### src/design/spr_pkg.sv
// Shared types and constants for the sum-preserving pair resampler.
`timescale 1ns / 1ps

package spr_pkg;

  localparam int VALUE_W     = 11;
  localparam int NEW_VALUE_W = 12;
  localparam int RANDOM_W    = 32;
  localparam int CFG_DATA_W  = 11;
  localparam int CNT_W       = $clog2(RANDOM_W);

  localparam logic [1:0] KIND_START   = 2'd0;
  localparam logic [1:0] KIND_ELEMENT = 2'd1;
  localparam logic [1:0] KIND_FINISH  = 2'd2;

  localparam logic CFG_DIRECTION = 1'b0;
  localparam logic CFG_VALUE_MAX = 1'b1;

  typedef struct packed {
    logic [1:0]          kind;
    logic [VALUE_W-1:0]  value;
    logic [RANDOM_W-1:0] random_word;
  } item_t;

  typedef struct packed {
    logic [NEW_VALUE_W-1:0] new_value;
    logic                   is_final;
    logic                   error;
  } result_t;

  typedef enum logic [2:0] {
    ST_IDLE,
    ST_LOAD,
    ST_DIVIDE,
    ST_FOLD,
    ST_ADJUST,
    ST_EMIT
  } state_t;

endpackage

### src/design/spr_rem.sv
// Bit-serial restoring remainder: 32-bit word modulo a narrow range size.
`timescale 1ns / 1ps

module spr_rem
  import spr_pkg::*;
#(
  parameter int VALUE_BITS = 11
) (
  input  logic                  clk,
  input  logic                  rst,
  input  logic                  start,
  input  logic [RANDOM_W-1:0]   dividend,
  input  logic [VALUE_BITS:0]   divisor,
  output logic                  done,
  output logic [VALUE_BITS-1:0] rem
);

  logic [RANDOM_W-1:0] shreg;
  logic [CNT_W-1:0]    count;
  logic                busy;
  logic [VALUE_BITS:0] trial;

  // Bring down one dividend bit per cycle, most significant first.
  assign trial = {rem, shreg[RANDOM_W-1]};

  always_ff @(posedge clk) begin
    if (rst) begin
      busy  <= 1'b0;
      done  <= 1'b0;
      count <= '0;
    end else begin
      done <= 1'b0;
      if (start) begin
        busy  <= 1'b1;
        count <= CNT_W'(RANDOM_W - 1);
      end else if (busy) begin
        count <= count - 1'b1;
        if (count == '0) begin
          busy <= 1'b0;
          done <= 1'b1;
        end
      end
    end
  end

  always_ff @(posedge clk) begin
    if (start) begin
      shreg <= dividend;
      rem   <= '0;
    end else if (busy) begin
      shreg <= {shreg[RANDOM_W-2:0], 1'b0};
      if (trial >= divisor) begin
        rem <= VALUE_BITS'(trial - divisor);
      end else begin
        rem <= trial[VALUE_BITS-1:0];
      end
    end
  end

endmodule

### src/design/sum_preserving_pair_resampler_unit.sv
// Top level of the sum-preserving pair resampler.
`timescale 1ns / 1ps
//
// Usage:
//   item channel (item_valid / item_stall / item) carries start, element and
//   finish words. A start word loads the carried element into the budget and
//   gives no result. Element and finish words each give one result word on
//   the result channel (result_valid / result_stall / result).
//   Throughput: one word at a time. An element in range passes through load,
//   the remainder unit (each bit of random_word in turn, most significant
//   first, then a done flag), fold, adjust and emit. The next word can be
//   taken from the cycle in which the result appears. Finish words and
//   rejected elements go from load straight to emit; start and ignored words
//   go from load back to idle and give no result.
//   The output register holds a finished result while the receiver stalls;
//   the next word is taken meanwhile, and its result waits in the emit step
//   until the output register frees up.
//   Reset (rst, synchronous) clears the budget, closes the block, drops any
//   pending result and sets direction to 0 and value_max to all ones.
//   Config writes (cfg_write / cfg_index / cfg_data) are registered and
//   are expected only while the unit is idle.

module sum_preserving_pair_resampler_unit
  import spr_pkg::*;
(
  input  logic                  clk,
  input  logic                  rst,
  input  logic                  item_valid,
  output logic                  item_stall,
  input  item_t                 item,
  output logic                  result_valid,
  input  logic                  result_stall,
  output result_t               result,
  input  logic                  cfg_write,
  input  logic                  cfg_index,
  input  logic [CFG_DATA_W-1:0] cfg_data
);

  localparam int VALUE_BITS = VALUE_W;
  localparam int BW = VALUE_BITS + 1;

  state_t state, state_next;

  logic                  direction;
  logic [VALUE_BITS-1:0] value_max;
  logic [BW-1:0]         running_budget;
  logic                  block_open;

  logic [1:0]            kind_q;
  logic [VALUE_BITS-1:0] x_q;
  logic [RANDOM_W-1:0]   rw_q;

  logic [BW-1:0] budget_q;
  logic [BW-1:0] lo_q;
  logic [BW-1:0] size_q;
  logic [BW-1:0] off_q;
  logic [BW-1:0] shifted_q;

  logic [BW-1:0] pend_value;
  logic [BW-1:0] pend_budget;
  logic          pend_open;
  logic          pend_final;
  logic          pend_error;
  logic          pend_update;

  logic                  rem_start;
  logic                  rem_done;
  logic [VALUE_BITS-1:0] rem;

  logic accept;
  logic emit_load;

  // Range check on the latched item.
  logic [BW-1:0] x_e, vmax_e, budget, lo, hi, size;
  logic          bad;
  logic          range_ok;

  always_comb begin
    x_e    = BW'(x_q);
    vmax_e = BW'(value_max);
    budget = running_budget + x_e;
    lo     = (budget > vmax_e) ? budget - vmax_e : '0;
    hi     = (budget < vmax_e) ? budget : vmax_e;
    bad    = (lo > hi) || (x_e < lo) || (x_e > hi);
    size   = hi - lo + 1'b1;
  end

  assign range_ok = (kind_q == KIND_ELEMENT) && block_open && !bad;

  // Fold and adjust arithmetic.
  logic [BW-1:0] rem_e, shift, pos, y;

  always_comb begin
    rem_e = BW'(rem);
    shift = direction ? size_q - rem_e : rem_e;
    pos   = (shifted_q >= size_q) ? shifted_q - size_q : shifted_q;
    y     = pos + lo_q;
  end

  // Next state.
  always_comb begin
    state_next = state;
    unique case (state)
      ST_IDLE: begin
        if (accept) state_next = ST_LOAD;
      end
      ST_LOAD: begin
        if (kind_q == KIND_FINISH || kind_q == KIND_ELEMENT) begin
          state_next = range_ok ? ST_DIVIDE : ST_EMIT;
        end else begin
          state_next = ST_IDLE;
        end
      end
      ST_DIVIDE: begin
        if (rem_done) state_next = ST_FOLD;
      end
      ST_FOLD:   state_next = ST_ADJUST;
      ST_ADJUST: state_next = ST_EMIT;
      ST_EMIT: begin
        if (emit_load) state_next = ST_IDLE;
      end
      default:   state_next = ST_IDLE;
    endcase
  end

  // Control outputs.
  always_comb begin
    item_stall = 1'b1;
    rem_start  = 1'b0;
    emit_load  = 1'b0;
    unique case (state)
      ST_IDLE:   item_stall = 1'b0;
      ST_LOAD:   rem_start  = range_ok;
      ST_EMIT:   emit_load  = !result_valid || !result_stall;
      default: begin
        item_stall = 1'b1;
      end
    endcase
  end

  assign accept = item_valid && !item_stall;

  always_ff @(posedge clk) begin
    if (rst) begin
      state <= ST_IDLE;
    end else begin
      state <= state_next;
    end
  end

  // Configuration registers.
  always_ff @(posedge clk) begin
    if (rst) begin
      direction <= 1'b0;
      value_max <= '1;
    end else if (cfg_write) begin
      unique case (cfg_index)
        CFG_DIRECTION: direction <= cfg_data[0];
        CFG_VALUE_MAX: value_max <= VALUE_BITS'(cfg_data);
        default:       direction <= direction;
      endcase
    end
  end

  // Budget and block state.
  always_ff @(posedge clk) begin
    if (rst) begin
      running_budget <= '0;
      block_open     <= 1'b0;
    end else if (state == ST_LOAD && kind_q == KIND_START) begin
      running_budget <= x_e;
      block_open     <= 1'b1;
    end else if (emit_load && pend_update) begin
      running_budget <= pend_budget;
      block_open     <= pend_open;
    end
  end

  // Output register.
  always_ff @(posedge clk) begin
    if (rst) begin
      result_valid <= 1'b0;
    end else if (emit_load) begin
      result_valid <= 1'b1;
    end else if (!result_stall) begin
      result_valid <= 1'b0;
    end
  end

  always_ff @(posedge clk) begin
    if (emit_load) begin
      result.new_value <= NEW_VALUE_W'(pend_value);
      result.is_final  <= pend_final;
      result.error     <= pend_error;
    end
  end

  // Datapath registers.
  always_ff @(posedge clk) begin
    if (accept) begin
      kind_q <= item.kind;
      x_q    <= VALUE_BITS'(item.value);
      rw_q   <= item.random_word;
    end
    unique case (state)
      ST_LOAD: begin
        budget_q    <= budget;
        lo_q        <= lo;
        size_q      <= size;
        off_q       <= x_e - lo;
        pend_final  <= 1'b0;
        pend_error  <= 1'b1;
        pend_value  <= x_e;
        pend_update <= 1'b0;
        pend_budget <= running_budget;
        pend_open   <= block_open;
        if (kind_q == KIND_FINISH) begin
          // Emit the carry and close the block.
          pend_value  <= running_budget;
          pend_final  <= 1'b1;
          pend_error  <= !block_open;
          pend_update <= 1'b1;
          pend_budget <= '0;
          pend_open   <= 1'b0;
        end
      end
      ST_FOLD: begin
        shifted_q <= off_q + shift;
      end
      ST_ADJUST: begin
        pend_value  <= y;
        pend_error  <= 1'b0;
        pend_final  <= 1'b0;
        pend_budget <= budget_q - y;
        pend_open   <= 1'b1;
        pend_update <= 1'b1;
      end
      default: begin
        shifted_q <= shifted_q;
      end
    endcase
  end

  spr_rem #(
    .VALUE_BITS(VALUE_BITS)
  ) u_rem (
    .clk      (clk),
    .rst      (rst),
    .start    (rem_start),
    .dividend (rw_q),
    .divisor  (size),
    .done     (rem_done),
    .rem      (rem)
  );

endmodule
### config.mk
export PLATFORM = sky130hd
export DESIGN_NAME = sum_preserving_pair_resampler_unit
export DESIGN_NICKNAME = d
export VERILOG_FILES = /design/src/design/spr_pkg.sv /design/src/design/spr_rem.sv /design/src/design/sum_preserving_pair_resampler_unit.sv
export SDC_FILE = /design/constraint.sdc
export NUM_CORES = 1
export LEC_CHECK = 0
export BUFFER_PORTS_ARGS = -buffer_cell sky130_fd_sc_hd__clkbuf_2
export CORE_MARGIN = 2
export CORE_UTILIZATION = 35
export CTS_BUF_LIST = sky130_fd_sc_hd__clkbuf_4 sky130_fd_sc_hd__clkbuf_8
export DETAILED_ROUTE_END_ITERATION = 12
export SLEW_MARGIN = 20
export SYNTH_ARGS = -nofsm -noshare
export SYNTH_HDL_FRONTEND = slang
export SYNTH_SLANG_ARGS = --single-unit
export TNS_END_PERCENT = 100
### constraint.sdc
create_clock -name clk -period 10.8 [get_ports clk]
set_clock_uncertainty 0.1 [all_clocks]
set_input_delay 2.16 -clock clk [delete_from_list [all_inputs] [get_ports clk]]
set_output_delay 2.16 -clock clk [all_outputs]
set_load 0.005 [all_outputs]
**Yosys cells after proc, flatten, opt, wreduce, memory -nomap -nowiden**

Cells that the tools add are included.

- Register bits after elaboration: 226
- Output and inout port bits: 16
- Logic and storage cells: 124

- $add $sub $neg: 12
- Order comparisons: 7
- Equality and inequality tests: 11
- Muxes and demuxes: 39
- Bitwise operators: 2
- Reduce and logical (&&, ||, !) cells: 24

Operators with widths:

| kind | count |
|---|---|
| two-way mux 12 bit | 6 |
| two-way mux 32 bit | 2 |
| one-hot mux 12 bit (2 select lines) | 2 |
| subtractor 12 bit | 3 |
| two-way mux 11 bit | 3 |
| adder 12 bit | 2 |
| greater-or-equal comparator 12 bit | 2 |
| subtractor 12 x 11 -> 12 bit | 2 |
| one-hot mux 3 bit (6 select lines) | 1 |
| two-way mux 3 bit | 5 |
| two-way mux 1 bit | 14 |
| adder 12 x 1 -> 12 bit, second input constant | 1 |
| adder 12 x 11 -> 12 bit | 1 |
| greater-than comparator 11 x 12 -> 1 bit | 1 |
| greater-than comparator 12 x 11 -> 1 bit | 1 |
| greater-than comparator 12 bit | 1 |
| < comparator 11 x 12 -> 1 bit | 1 |
| < comparator 12 x 11 -> 1 bit | 1 |
| subtractor 11 x 12 -> 12 bit | 1 |
| subtractor 11 bit | 1 |
| two-way mux 5 bit | 2 |
| one-hot mux 1 bit (2 select lines) | 4 |
| equality test 3 x 2 -> 1 bit, second input constant | 2 |
| equality test 3 bit, second input constant | 2 |
| 18 further kinds | 34 |

**Logic depth before layout (Yosys ltp)**

- Depth in word-level cells: 11
- Mapped depth: 40
- Gate-level depth less buffers: 38

**Modules after synthesis**

From an unflattened synthesis, not the netlist that was laid out.

- Cells, all modules: 1,341
- Area total of the unflattened synthesis: 14,371.3 um2

Modules (own cells, without submodules):

| module | times used | cells each | area each (um2) | seq. area each (um2) |
|---|---|---|---|---|
| sum_preserving_pair_resampler_unit | 1 | 1,093 | 11,587.4 | 4,994.8 |
| spr_rem | 1 | 248 | 2,783.9 | 1,321.3 |

**Worst setup path before layout**

No wires, ideal clock.

- Path type: reg-to-reg
- Start: register x_q[0]
- End: register u_rem.rem[1]
- Arrival: 7.859 ns
- Required time: 10.566 ns
- Slack: 2.708 ns
- Stages on the path, launching flop included: 40
- Buffers on the path: 2
- Clock period less this slack: 8.092 ns
- Path through: edfxtp_1 ha_1 fa_1 a21o_1 a21oi_1 o21bai_1 a21oi_1 o21bai_1 a21oi_1 xnor2_1 ha_1 a21oi_1 o21ai_1 a21o_1 a21oi_1 nand2_1 buf_1 mux2_2 [4 not listed] inv_1 fa_1 or4_1 a31oi_2 nor2_1 xnor2_1 inv_1 ha_1 and2_1 a41oi_1 o21ai_1 and3_1 and3b_1 maj3_2 o21ai_4 buf_4 mux2i_1 a21oi_1

RTL lines:

| what | RTL line | RTL |
|---|---|---|
| start: declaration | sum_preserving_pair_resampler_unit.sv:50 | `logic [VALUE_BITS-1:0] x_q;` |
| start signal: assignment | sum_preserving_pair_resampler_unit.sv:202 | `x_q <= VALUE_BITS'(item.value);` |
| adder 12 x 11 -> 12 bit (*) | sum_preserving_pair_resampler_unit.sv:81 | `budget = running_budget + x_e;` |
| named net budget[8] | sum_preserving_pair_resampler_unit.sv:74 | `logic [BW-1:0] x_e, vmax_e, budget, lo, hi, size;` |
| < comparator 12 x 11 -> 1 bit / greater-than comparator 12 x 11 -> 1 bit (equally long branches) | sum_preserving_pair_resampler_unit.sv:83, sum_preserving_pair_resampler_unit.sv:82 |  |
| two-way mux 12 bit, on equally long branches | sum_preserving_pair_resampler_unit.sv:83, sum_preserving_pair_resampler_unit.sv:82 |  |
| subtractor 12 bit (*) | sum_preserving_pair_resampler_unit.sv:85 | `size = hi - lo + 1'b1;` |
| adder 12 x 1 -> 12 bit (*) | sum_preserving_pair_resampler_unit.sv:85 |  |
| named net size[7] | sum_preserving_pair_resampler_unit.sv:74 |  |
| greater-or-equal comparator 12 bit (*) | spr_rem.sv:52 | `if (trial >= divisor) begin` |
| two-way mux 11 bit (*) | spr_rem.sv:52 |  |
| end signal: assignment | spr_rem.sv:53 | `rem <= VALUE_BITS'(trial - divisor);` |
| end signal: assignment | spr_rem.sv:55 | `rem <= trial[VALUE_BITS-1:0];` |
| end: declaration | spr_rem.sv:15 | `output logic [VALUE_BITS-1:0] rem` |

The timed path passes the listed nets; every way through them passes the cells marked *.
A chain may end at the register's enable or synchronous reset.

**Worst setup path after layout**

- Start: register x_q[0]
- End: register u_rem.rem[6]

The elaborated chain is that of the path after synthesis.

==> metrics.md <==
| Metric | Value |
|---|---|
| Nets | 1634 |
| Seq cells post-synth | 226 |
| Drt total wl | 33200 microns |
| Vias/cell | 5.04 |
| Arrival time worst endpoint | 9540 ps |
| Area leader, netlist | edfxtp_1 |
| Critical Path Max Stage Delay | 530 ps |
| Status | complete, no violations |
| Clk_lat worst skew | 580 ps |
| CTS resizes | 0 |
| Placed cell count | 1896 |
| Hold Path Sink | result[12]$_DFFE_PP_ |
| Post-DP HPWL | 25700 microns |
| Worst r2r src | x_q[0]$_DFFE_PP_ |
| CTS sink count | 226 |
| First-pass GRT wire length | 53500 microns |
| Dpl cell area | 15100 sq um |
| Top-count cell post-synth | edfxtp_1 |
| Critical path required time | 11180 ps |
| DIE WIDTH | 205 microns |
| Worst min-delay path class | register to register |
| Synth unique cells | 81 |
| Ports | 78 |
| Synth Instances | 1322 |
| RSZ-0062 raised after global routing | no |
| Crit Path Category | register to register |
| Main synth FF type | edfxtp_1 |
| Final hold violation count | 0 |
| Post-synth net total | 1541 |
| Drt drc | 0 |
| Fraction of layout cells with a size suffix above 1 | 13.3% |
| Pin count of the biggest net entering global routing | 49 |
| R2R Setup Slk | 1640 ps |
| VDD IR max | 0.217 mV |
| Initial Util | 35.6% |
| Fin area | 16000 sq um |
| Post-Syn Area per Cell | 10.7 sq um |
| Antenna viol nets, final | 0 |
| Global placement routability congestion | 0.892 |
| Setup ws final | 1640 ps |
| Height of the die | 205 microns |
| Std-Cell Rows | 73 |
| Max cap viols | 0 |
| Cell Area, Synth | 14200 sq um |
| Setup crit start kind | register |
| Max Root-Sink Buffers | 3 |
| Hold_buf cts | 0 |
| Ys async rst share | 0% |
| Number of global-route vias before repair | 9913 |
| Slew @ Worst Pin | 1020 ps |
| Post-CTS Setup Bufs | 0 |
| Die area | 42200 sq um |
| Area Overhead vs Synth | 12.8% |
| Root Buffer | clkbuf_8 |
| Setup crit end kind | register |
| Power, Total | 5.20 mW |
| Smallest hold slack | 320 ps |
| Hold depth | 0 |
| Power density over the cells | 325 nW/um^2 |
| GR Overflow Total | 0 |
| Synth top area share | 37.9% |
| Initial antenna violation count | 1 |
| Ant diodes | 0 |
| TritonCTS clock tree | yes |
| Core box area | 39800 sq um |
| DR vias | 9954 |
| Leading post-synthesis cells by cell area | edfxtp_1 (38%), ha_1 (13%), dfxtp_1 (6.6%) |
| R2R cell count | 38 |
| Critical-path maximum fanout | 17 |
| R2r endpoint | u_rem.rem[6]$_SDFFE_PN0P_ |
| H-tree levels | 2 |
| Num CTS Buffers | 42 |
| PortBufs | 77 |
| Yosys warning count | 0 |
| Clk slew on worst S/H paths | 60 ps |
| Max-slew violation count | 0 |
| Drt first pass iters | 5 |
| P_leak | 6.79 nW |
| Initial DRC Count | 519 |
| EDFF count, synth | 179 |
| Wire length per cell | 16.8 microns |
| Slew headroom | 32.1% |
| Final setup viols | 0 |
| Fin cells | 1974 |
| Post-synth top cells | edfxtp_1 (179), ha_1 (146), inv_1 (118) |
| Dpl ws | 1670 ps |
| Seq/Total Area, Yosys | 44.5% |
| Final period util | 84.8% |
| Slowest cell on crit path | or4_1 |
| Tot GR Track Use | 16.2% |
| Crit path time final | 9160 ps |
| Min-delay src | pend_value[10]$_DFFE_PP_ |
| Final Util | 40.2% |
| Setup TNS | 0 ps |
| Max Clk Rate | 109 MHz |
-- power breakdown --
| group | switching (mW) | leakage [nW] | internal, mW |
|---|---|---|---|
| Combinational | 1.79 | 4.26 | 1.34 |
| Sequential | 0.0920 | 2.06 | 1.14 |
| Clock | 0.370 | 0.458 | 0.468 |
-- layout make-up --
type / count / area [sq um]
clock buffer: 59 / 737
clock inverter: 19 / 120
multi-input combinational: 940 / 7280
inverter: 120 / 450
fill: 3940 / 23800
timing repair buffer: 85 / 445
sequential: 226 / 6320
tap: 525 / 657
-- worst max-delay path, delay by kind of cell (launching register included) --
kind,cells,cell delay [ps]
buf+inv,4,300
simple gates,7,1720
fa+ha+maj,8,2490
mux,1,450
xor+xnor,3,540
flops,1,430
compound gates,15,3030
-- state kept, by name, summed over array words and instances, names as in the netlist, 11 cells and up --
name and cells:
rw_q 32, u_rem.shreg 32, result 14, budget_q 12, lo_q 12, off_q 12, pend_budget 12, pend_value 12
running_budget 12, shifted_q 12, size_q 12, u_rem.rem 11, value_max 11, x_q 11
-- layer usage --
| metal | share of wire (%) | track usage, % | vias up |
|---|---|---|---|
| met1 | 47 | 21.8 | 4688 |
| met4 | 2.8 | 5.63 | 2 |
| met3 | 4.6 | 3.01 | 60 |
| li1 | - | - | 4994 |
| met2 | 46 | 26.3 | 210 |
| met5 | 0.054 | 0 | - |
-- layout by cell type (no fill, tap or decap), types with 7 or more instances in the layout --
master | netlist | final
a211o_1 | 13 | 13
a211oi_1 | 32 | 32
a21o_1 | 25 | 25
a21oi_1 | 105 | 105
and2_1 | 8 | 8
and3_1 | 14 | 14
buf_4 | 4 | 8
clkbuf_2 | 0 | 77
clkbuf_4 | 0 | 12
clkbuf_8 | 0 | 47
clkinv_1 | 0 | 8
clkinv_2 | 0 | 7
dfxtp_1 | 47 | 47
edfxtp_1 | 179 | 179
fa_1 | 11 | 11
ha_1 | 146 | 146
inv_1 | 118 | 117
mux2_1 | 32 | 32
mux2_2 | 12 | 12
mux2i_1 | 24 | 24
nand2_1 | 78 | 78
nand2b_1 | 15 | 15
nand3_1 | 13 | 13
nand3b_1 | 10 | 10
nand4_1 | 9 | 9
nor2_1 | 73 | 72
nor2b_1 | 28 | 28
nor3_1 | 19 | 19
o21a_1 | 8 | 8
o21ai_0 | 57 | 57
o21ai_1 | 14 | 14
o21bai_1 | 21 | 21
xnor2_1 | 63 | 63
xor2_1 | 27 | 27
-- kinds of logic after synthesis --
logic type	Yosys count	synth area share, %
AOI/OAI and AO/OA	327	15.0
and+or+nand+nor	287	9.98
DFF	226	44.5
adders and majority gates	162	14.8
buffers and inverters	156	4.25
xor gates and xnor gates	95	6.18
muxes	68	5.19
other	1	0.0264
-- how the worst max path moves through the flow --
stage	from	to	slack [ps]	depth (start not counted)
floorplan	x_q[0]$_DFFE_PP_	u_rem.rem[1]$_SDFFE_PN0P_	2710	39
global placement	x_q[0]$_DFFE_PP_	u_rem.rem[9]$_SDFFE_PN0P_	1920	38
detailed placement	x_q[0]$_DFFE_PP_	u_rem.rem[6]$_SDFFE_PN0P_	1670	38
CTS	x_q[0]$_DFFE_PP_	u_rem.rem[6]$_SDFFE_PN0P_	1610	38
global route	x_q[0]$_DFFE_PP_	u_rem.rem[9]$_SDFFE_PN0P_	930	38
finish	x_q[0]$_DFFE_PP_	u_rem.rem[6]$_SDFFE_PN0P_	1640	38
No activity file was read; power rests on OpenSTA's default activity.
